<file path="config.mk">
export PLATFORM = sky130hd
export DESIGN_NAME = ppe_ctrl
export DESIGN_NICKNAME = d
export VERILOG_FILES = /design/src/hw/rtl/particle_pool_engine_core_assert.svh /design/src/hw/rtl/ppe_pkg.sv /design/src/hw/rtl/ppe_ctrl.sv
export SDC_FILE = /design/constraint.sdc
export NUM_CORES = 1
export LEC_CHECK = 0
export ABC_CLOCK_PERIOD_IN_PS = 2500
export BUFFER_PORTS_ARGS = -buffer_cell sky130_fd_sc_hd__buf_4
export CAP_MARGIN = 25
export CORE_MARGIN = 2
export CORE_UTILIZATION = 30
export CTS_BUF_LIST = sky130_fd_sc_hd__clkbuf_8
export DETAILED_ROUTE_END_ITERATION = 8
export PLACE_DENSITY_LB_ADDON = 0.05
export SETUP_SLACK_MARGIN = 0.15
export SYNTH_ARGS = -nofsm -noshare
export SYNTH_HDL_FRONTEND = slang
export SYNTH_SLANG_ARGS = --single-unit
</file>
<file path="constraint.sdc">
create_clock -name clk -period 2.5 [get_ports clk]
set_clock_uncertainty 0.2 [all_clocks]
set_input_delay 0.5 -clock clk [delete_from_list [all_inputs] [get_ports clk]]
set_output_delay 0.5 -clock clk [all_outputs]
set_load 0.05 [all_outputs]
</file>
<file path="src/hw/rtl/particle_pool_engine_core_assert.svh">
// assertion macros for the particle pool engine
// the enclosing module provides clk and rst
`ifndef PARTICLE_POOL_ENGINE_CORE_ASSERT_SVH
`define PARTICLE_POOL_ENGINE_CORE_ASSERT_SVH

`ifndef SYNTHESIS

`define PPE_ASSERT_IMP(lbl, ante, cons) \
  lbl: assert property (@(posedge clk) disable iff (rst) (ante) |-> (cons)) \
    else $error("particle pool engine: same-cycle check failed");

`define PPE_ASSERT_NXT(lbl, ante, cons) \
  lbl: assert property (@(posedge clk) disable iff (rst) (ante) |=> (cons)) \
    else $error("particle pool engine: next-cycle check failed");

`else

`define PPE_ASSERT_IMP(lbl, ante, cons)

`define PPE_ASSERT_NXT(lbl, ante, cons)

`endif

`endif

</file>
<file path="src/hw/rtl/ppe_pkg.sv">
`default_nettype none

package ppe_pkg;

  // command codes
  localparam logic [1:0] CMD_SPAWN = 2'd0;
  localparam logic [1:0] CMD_TICK  = 2'd1;
  localparam logic [1:0] CMD_SCAN  = 2'd2;
  localparam logic [1:0] CMD_NONE  = 2'd3;

  // result status codes
  localparam logic [1:0] ST_SPAWNED = 2'd0;
  localparam logic [1:0] ST_FULL    = 2'd1;
  localparam logic [1:0] ST_REPORT  = 2'd2;
  localparam logic [1:0] ST_EMPTY   = 2'd3;

  // one pool entry as stored in memory
  typedef struct packed {
    logic signed [19:0] place_x;
    logic signed [19:0] place_y;
    logic signed [15:0] speed_x;
    logic signed [15:0] speed_y;
    logic        [16:0] decay;
    logic signed [10:0] life;
    logic        [7:0]  alpha;
    logic        [7:0]  step;
    logic        [19:0] extent;
  } ppe_rec_t;

  // controller to datapath
  typedef struct packed {
    logic       in_ready;
    logic       load_item;
    logic       idx_clr;
    logic       idx_inc;
    logic       div_start;
    logic       ram_rd;
    logic       tick_calc;
    logic       tick_wr;
    logic       spawn_wr;
    logic       out_load;
    logic [1:0] out_status;
  } ppe_cmd_t;

  // datapath to controller
  typedef struct packed {
    logic       in_valid;
    logic [1:0] in_cmd;
    logic       cur_used;
    logic       idx_end;
    logic       any_used;
    logic       div_done;
    logic       out_free;
  } ppe_sts_t;

endpackage

`default_nettype wire

</file>
<file path="src/hw/rtl/ppe_ctrl.sv">
`default_nettype none

module ppe_ctrl
  import ppe_pkg::*;
(
  input  wire logic     clk,
  input  wire logic     rst,
  input  wire ppe_sts_t sts,
  output      ppe_cmd_t ctl
);
  typedef enum logic [8:0] {
    S_IDLE     = 9'b000000001,
    S_SRCH     = 9'b000000010,
    S_SPAWN    = 9'b000000100,
    S_FULL     = 9'b000001000,
    S_EMPTY    = 9'b000010000,
    S_SWEEP    = 9'b000100000,
    S_TCALC    = 9'b001000000,
    S_TWR      = 9'b010000000,
    S_SCAN_OUT = 9'b100000000
  } ppe_state_t;

  ppe_state_t state, state_next;
  logic       is_tick;

  always_ff @(posedge clk) begin
    if (rst) begin
      state   <= S_IDLE;
      is_tick <= 1'b0;
    end else begin
      state <= state_next;
      if (ctl.load_item) begin
        is_tick <= (sts.in_cmd == CMD_TICK);
      end
    end
  end

  always_comb begin
    ctl          = '0;
    ctl.in_ready = (state == S_IDLE);
    state_next   = state;
    case (state)
      S_IDLE: begin
        if (sts.in_valid) begin
          ctl.load_item = 1'b1;
          ctl.idx_clr   = 1'b1;
          case (sts.in_cmd)
            CMD_SPAWN: begin
              ctl.div_start = 1'b1;
              state_next    = S_SRCH;
            end
            CMD_TICK: state_next = S_SWEEP;
            CMD_SCAN: state_next = sts.any_used ? S_SWEEP : S_EMPTY;
            default:  state_next = S_IDLE;
          endcase
        end
      end
      S_SRCH: begin
        if (!sts.cur_used) begin
          state_next = S_SPAWN;
        end else if (sts.idx_end) begin
          state_next = S_FULL;
        end else begin
          ctl.idx_inc = 1'b1;
        end
      end
      S_SPAWN: begin
        if (sts.div_done && sts.out_free) begin
          ctl.spawn_wr   = 1'b1;
          ctl.out_load   = 1'b1;
          ctl.out_status = ST_SPAWNED;
          state_next     = S_IDLE;
        end
      end
      S_FULL: begin
        if (sts.out_free) begin
          ctl.out_load   = 1'b1;
          ctl.out_status = ST_FULL;
          state_next     = S_IDLE;
        end
      end
      S_EMPTY: begin
        if (sts.out_free) begin
          ctl.out_load   = 1'b1;
          ctl.out_status = ST_EMPTY;
          state_next     = S_IDLE;
        end
      end
      S_SWEEP: begin
        if (sts.cur_used) begin
          ctl.ram_rd = 1'b1;
          state_next = is_tick ? S_TCALC : S_SCAN_OUT;
        end else if (sts.idx_end) begin
          state_next = S_IDLE;
        end else begin
          ctl.idx_inc = 1'b1;
        end
      end
      S_TCALC: begin
        ctl.tick_calc = 1'b1;
        state_next    = S_TWR;
      end
      S_TWR: begin
        ctl.tick_wr = 1'b1;
        if (sts.idx_end) begin
          state_next = S_IDLE;
        end else begin
          ctl.idx_inc = 1'b1;
          state_next  = S_SWEEP;
        end
      end
      S_SCAN_OUT: begin
        if (sts.out_free) begin
          ctl.out_load   = 1'b1;
          ctl.out_status = ST_REPORT;
          if (sts.idx_end) begin
            state_next = S_IDLE;
          end else begin
            ctl.idx_inc = 1'b1;
            state_next  = S_SWEEP;
          end
        end
      end
      default: state_next = S_IDLE;
    endcase
  end
endmodule

`default_nettype wire

</file>
# After elaboration in Yosys (flattened, before gate mapping)
# Cells that the tools add are included.
# totals
regBits,10
in_bits,10
output_inout_bits,12
word_cells,56
# op_classes
n_eq_ne,17
mux,33
reduce_logical,4
# op_table
operator,n
9-bit two-way mux,9
9-bit one-hot mux with 8 select lines,1
6-bit one-hot mux with 3 select lines,1
1-bit two-way mux,12
6-bit two-way mux,2
3-bit one-hot mux with 4 select lines,1
9-bit by 1-bit equality test with 1-bit output (second input constant),1
9-bit by 2-bit equality test with 1-bit output (second input constant),1
9-bit by 3-bit equality test with 1-bit output (second input constant),1
9-bit by 4-bit equality test with 1-bit output (second input constant),1
9-bit by 5-bit equality test with 1-bit output (second input constant),1
9-bit by 6-bit equality test with 1-bit output (second input constant),1
9-bit by 7-bit equality test with 1-bit output (second input constant),1
9-bit by 8-bit equality test with 1-bit output (second input constant),1
9-bit equality test (second input constant),1
3-bit two-way mux,3
2-bit != test (second input constant),3
3-bit != test (second input constant),2
6-bit AND reduction,1
2-bit two-way mux,2
4-bit two-way mux,1
1-bit one-hot mux with 4 select lines,1
2-bit by 1-bit equality test with 1-bit output (second input constant),1
2-bit equality test (second input constant),1
4 further kinds,4

# Logic depth before layout (Yosys ltp)
# logic_depth
ltp_word,4
depth_mapped,6
ltp_nobuf,6

# Worst setup path after synthesis
# OpenSTA, ideal clock, no wires.
# synth_timing
path_type,register to output
startpoint,register state[2]
endpoint,output port ctl[7] (netlist name)
t_arrival_ns,2.827
setup_slack_ns,-1.027
stages_incl_launch_ff,6
path_buffers,0
path_cell_list,dfxtp_1 -> or4b_1 -> or3_1 -> inv_1 -> nand2_1 -> nor3_1
# synth_rtl
element,line,source
from (decl),ppe_ctrl.sv:23,"ppe_state_t state, state_next;"
from (signal assigned),ppe_ctrl.sv:31,state <= state_next;
to (decl),ppe_ctrl.sv:9,output ppe_cmd_t ctl

==> flow_metrics.env <==
export IMPL_status="complete, but fails checks"
export IMPL_violations="design-rule violations, negative setup slack"
export IMPL_post_dp_cell_area_mm2=0.00127
export IMPL_finalSetupViolCount=8
export IMPL_final_cell_area_mm2=0.00160
export IMPL_drc=1
export IMPL_max_freq_mhz=383
export IMPL_num_io_pins=22
export IMPL_core_mm2=0.00281
export IMPL_route_detailed_wl_per_inst_um=15.5
export IMPL_hold_viol=0
export IMPL_initial_core_util_pct=32.0
export IMPL_numCtsBuffers=3
export IMPL_crit_type="flip-flop to output port"
export IMPL_layout_commonest_cell="buf_4"
export IMPL_wl_mm=3.09
export IMPL_worst_pin_slew_ns=0.432
export IMPL_grt_pass1_vias=1028
export IMPL_area_growth_pct=78.4
export IMPL_vias=1094
export IMPL_netlist_instances=118
export IMPL_worst_setup_path_start_kind="flip-flop"
export IMPL_irDropWorstVdd_v=0.000414
export IMPL_ys_seq_elements=10
export IMPL_cts_tree="done"
export IMPL_gp_congestion=0.784
export IMPL_rows=19
export IMPL_grt_pass1_wl_mm=5.09
export IMPL_clk_path_buf_depth=2
export IMPL_numPlacedInstances=178
export IMPL_path_clk_slew_ns=0.05
export IMPL_insertion_delay_ns=0.23
export IMPL_netlist_cell_type_count=48
export IMPL_layout_cells_non_filler=199
export IMPL_grt_max_degree=12
export IMPL_final_antenna_net_count=0
export IMPL_drt_iter0_markers=31
export IMPL_worstHoldPathType="flip-flop to flip-flop"
export IMPL_path_max_fanout=5
export IMPL_die_area_mm2=0.00344
export IMPL_synth_edf_count=0
export IMPL_port_buffers=21
export IMPL_seq_area_frac_synth_pct=22.3
export IMPL_max_slew_margin_pct=71.2
export IMPL_power_mw=0.849
export IMPL_post_route_util_pct=57.0
export IMPL_num_antenna_cells=0
export IMPL_final_cell_mix="buf_4 (35), buf_6 (11), nor2_1 (8), buf_8 (7), a21oi_1 (6)"
export IMPL_track_usage_pct=19.3
export IMPL_maxSlewViolCount=0
export IMPL_die_y_um=58.7
export IMPL_ys_warn_count=0
export IMPL_cts_root_buf="clkbuf_8"
export IMPL_synth_main_ff_cell="dfxtp_1"
export IMPL_grt_ovfl_total=0
export IMPL_antenna_found_initial=0
export IMPL_dr_pass1_iters=6
export IMPL_synth_cell_area_um2=897
export IMPL_synth_avg_cell_area_um2=7.60
export IMPL_pwr_density_cell_mw_per_mm2=530
export IMPL_drv_cap=0
export IMPL_end_kind="output port"
export IMPL_drive_above_1_share_pct=56.5
export IMPL_synthesis_nets=128
export IMPL_leakagePower_nw=0.671
export IMPL_cts_hold_buf=0
export IMPL_worst_slack_ns=-0.108
export IMPL_dp_hpwl_mm=2.16
export IMPL_critPathArrivalTime_ns=1.91
export IMPL_nets=180
export IMPL_vias_per_cell=5.50
export IMPL_cts_sinks=10
export IMPL_period_needed_ns=2.61
export IMPL_worstPathRequired_ns=1.80
export IMPL_htreeDepth=1
export IMPL_period_share_pct=104
export IMPL_die_x_um=58.7
export IMPL_async_reset_ff_share_pct=0
export IMPL_rsz0062_at_grt="yes"
-- path summary, 6_finish.rpt --
path,startpoint,endpoint,slack [ns],cells past startpoint
setup reg to reg,state[0],state[8],0.10,9
hold reg to reg,is_tick,state[6],0.30,1
setup / recovery,state[8],ctl[7],-0.11,6
hold / removal,is_tick,state[6],0.30,1
-- worst max-delay path, stage by stage (launching register included) --
cell and delay (ns):
dfxtp_2 0.34, or4b_4 0.51, or3_4 0.37, clkinvlp_4 0.10, nand2_4 0.07, nor3_4 0.11
buf_6 0.17
-- power breakdown --
group	internal (mW)	leakage (nW)	total, mW	switching (mW)
Sequential	0.170	0.0836	0.178	0.00780
Combinational	0.244	0.566	0.505	0.262
Clock	0.105	0.0216	0.165	0.0600
-- state kept, by name, indices dropped and copies added, names as in the netlist --
signal   count
is_tick      1
state        9
-- cells by family after synthesis --
| group | after synthesis | share of synthesized area, % |
|---|---|---|
| AOI/OAI and AO/OA | 29 | 23.0 |
| xor gates and xnor gates | 2 | 1.95 |
| buffers and inverters | 12 | 6.00 |
| DFF | 10 | 22.3 |
| muxes | 1 | 1.12 |
| and+or+nand+nor | 64 | 45.6 |
-- layer usage --
layer	global-route usage, %	share of wire, %	vias up
li1	-	-	546
met1	26.6	45	522
met2	31.0	49	24
met3	5.05	4.7	2
met4	3.25	0.68	0
met5	0	0	-
-- final cells by class --
class	count	area (um2)
clock buffer	3	41.3
fill	262	1200
inverter	6	30.0
multi-input combinational	96	792
sequential	10	206
tap	31	38.8
timing repair buffer	53	492
-- repair_timing --
action | 4_1_cts | 5_1_grt
resized for setup | 33 | 7
endpoints found under the setup margin | 12 | 16
endpoints found under the hold margin | 0 | 0
cloned | 0 | 0
setup buffers | 16 | 2
pin swaps | 10 | 5
-- metrics by stage --
stage | worst slack, ns | hold WS, ns | setup TNS [ns]
CTS | -0.148 | 0.301 | -0.681
global route | -0.159 | 0.306 | -1.14
detailed placement | 0.0322 | 0.298 | 0
floorplan | -0.217 | 0.269 | -0.436
finish | -0.108 | 0.300 | -0.563
global placement | 0.0550 | 0.290 | 0
-- synth_stat cells, types with 4 or more instances --
cell / count / area share [%]
nor2_1: 11 / 4.6
dfxtp_1: 10 / 22
a21oi_1: 7 / 3.9
inv_1: 6 / 2.5
nor3_1: 6 / 3.3
nand3_1: 4 / 2.2
nor2b_1: 4 / 2.8
nor4b_1: 4 / 3.9
o21ai_1: 4 / 2.2
or2_2: 4 / 2.8
Note: power is estimated with default switching activity, not from simulation.
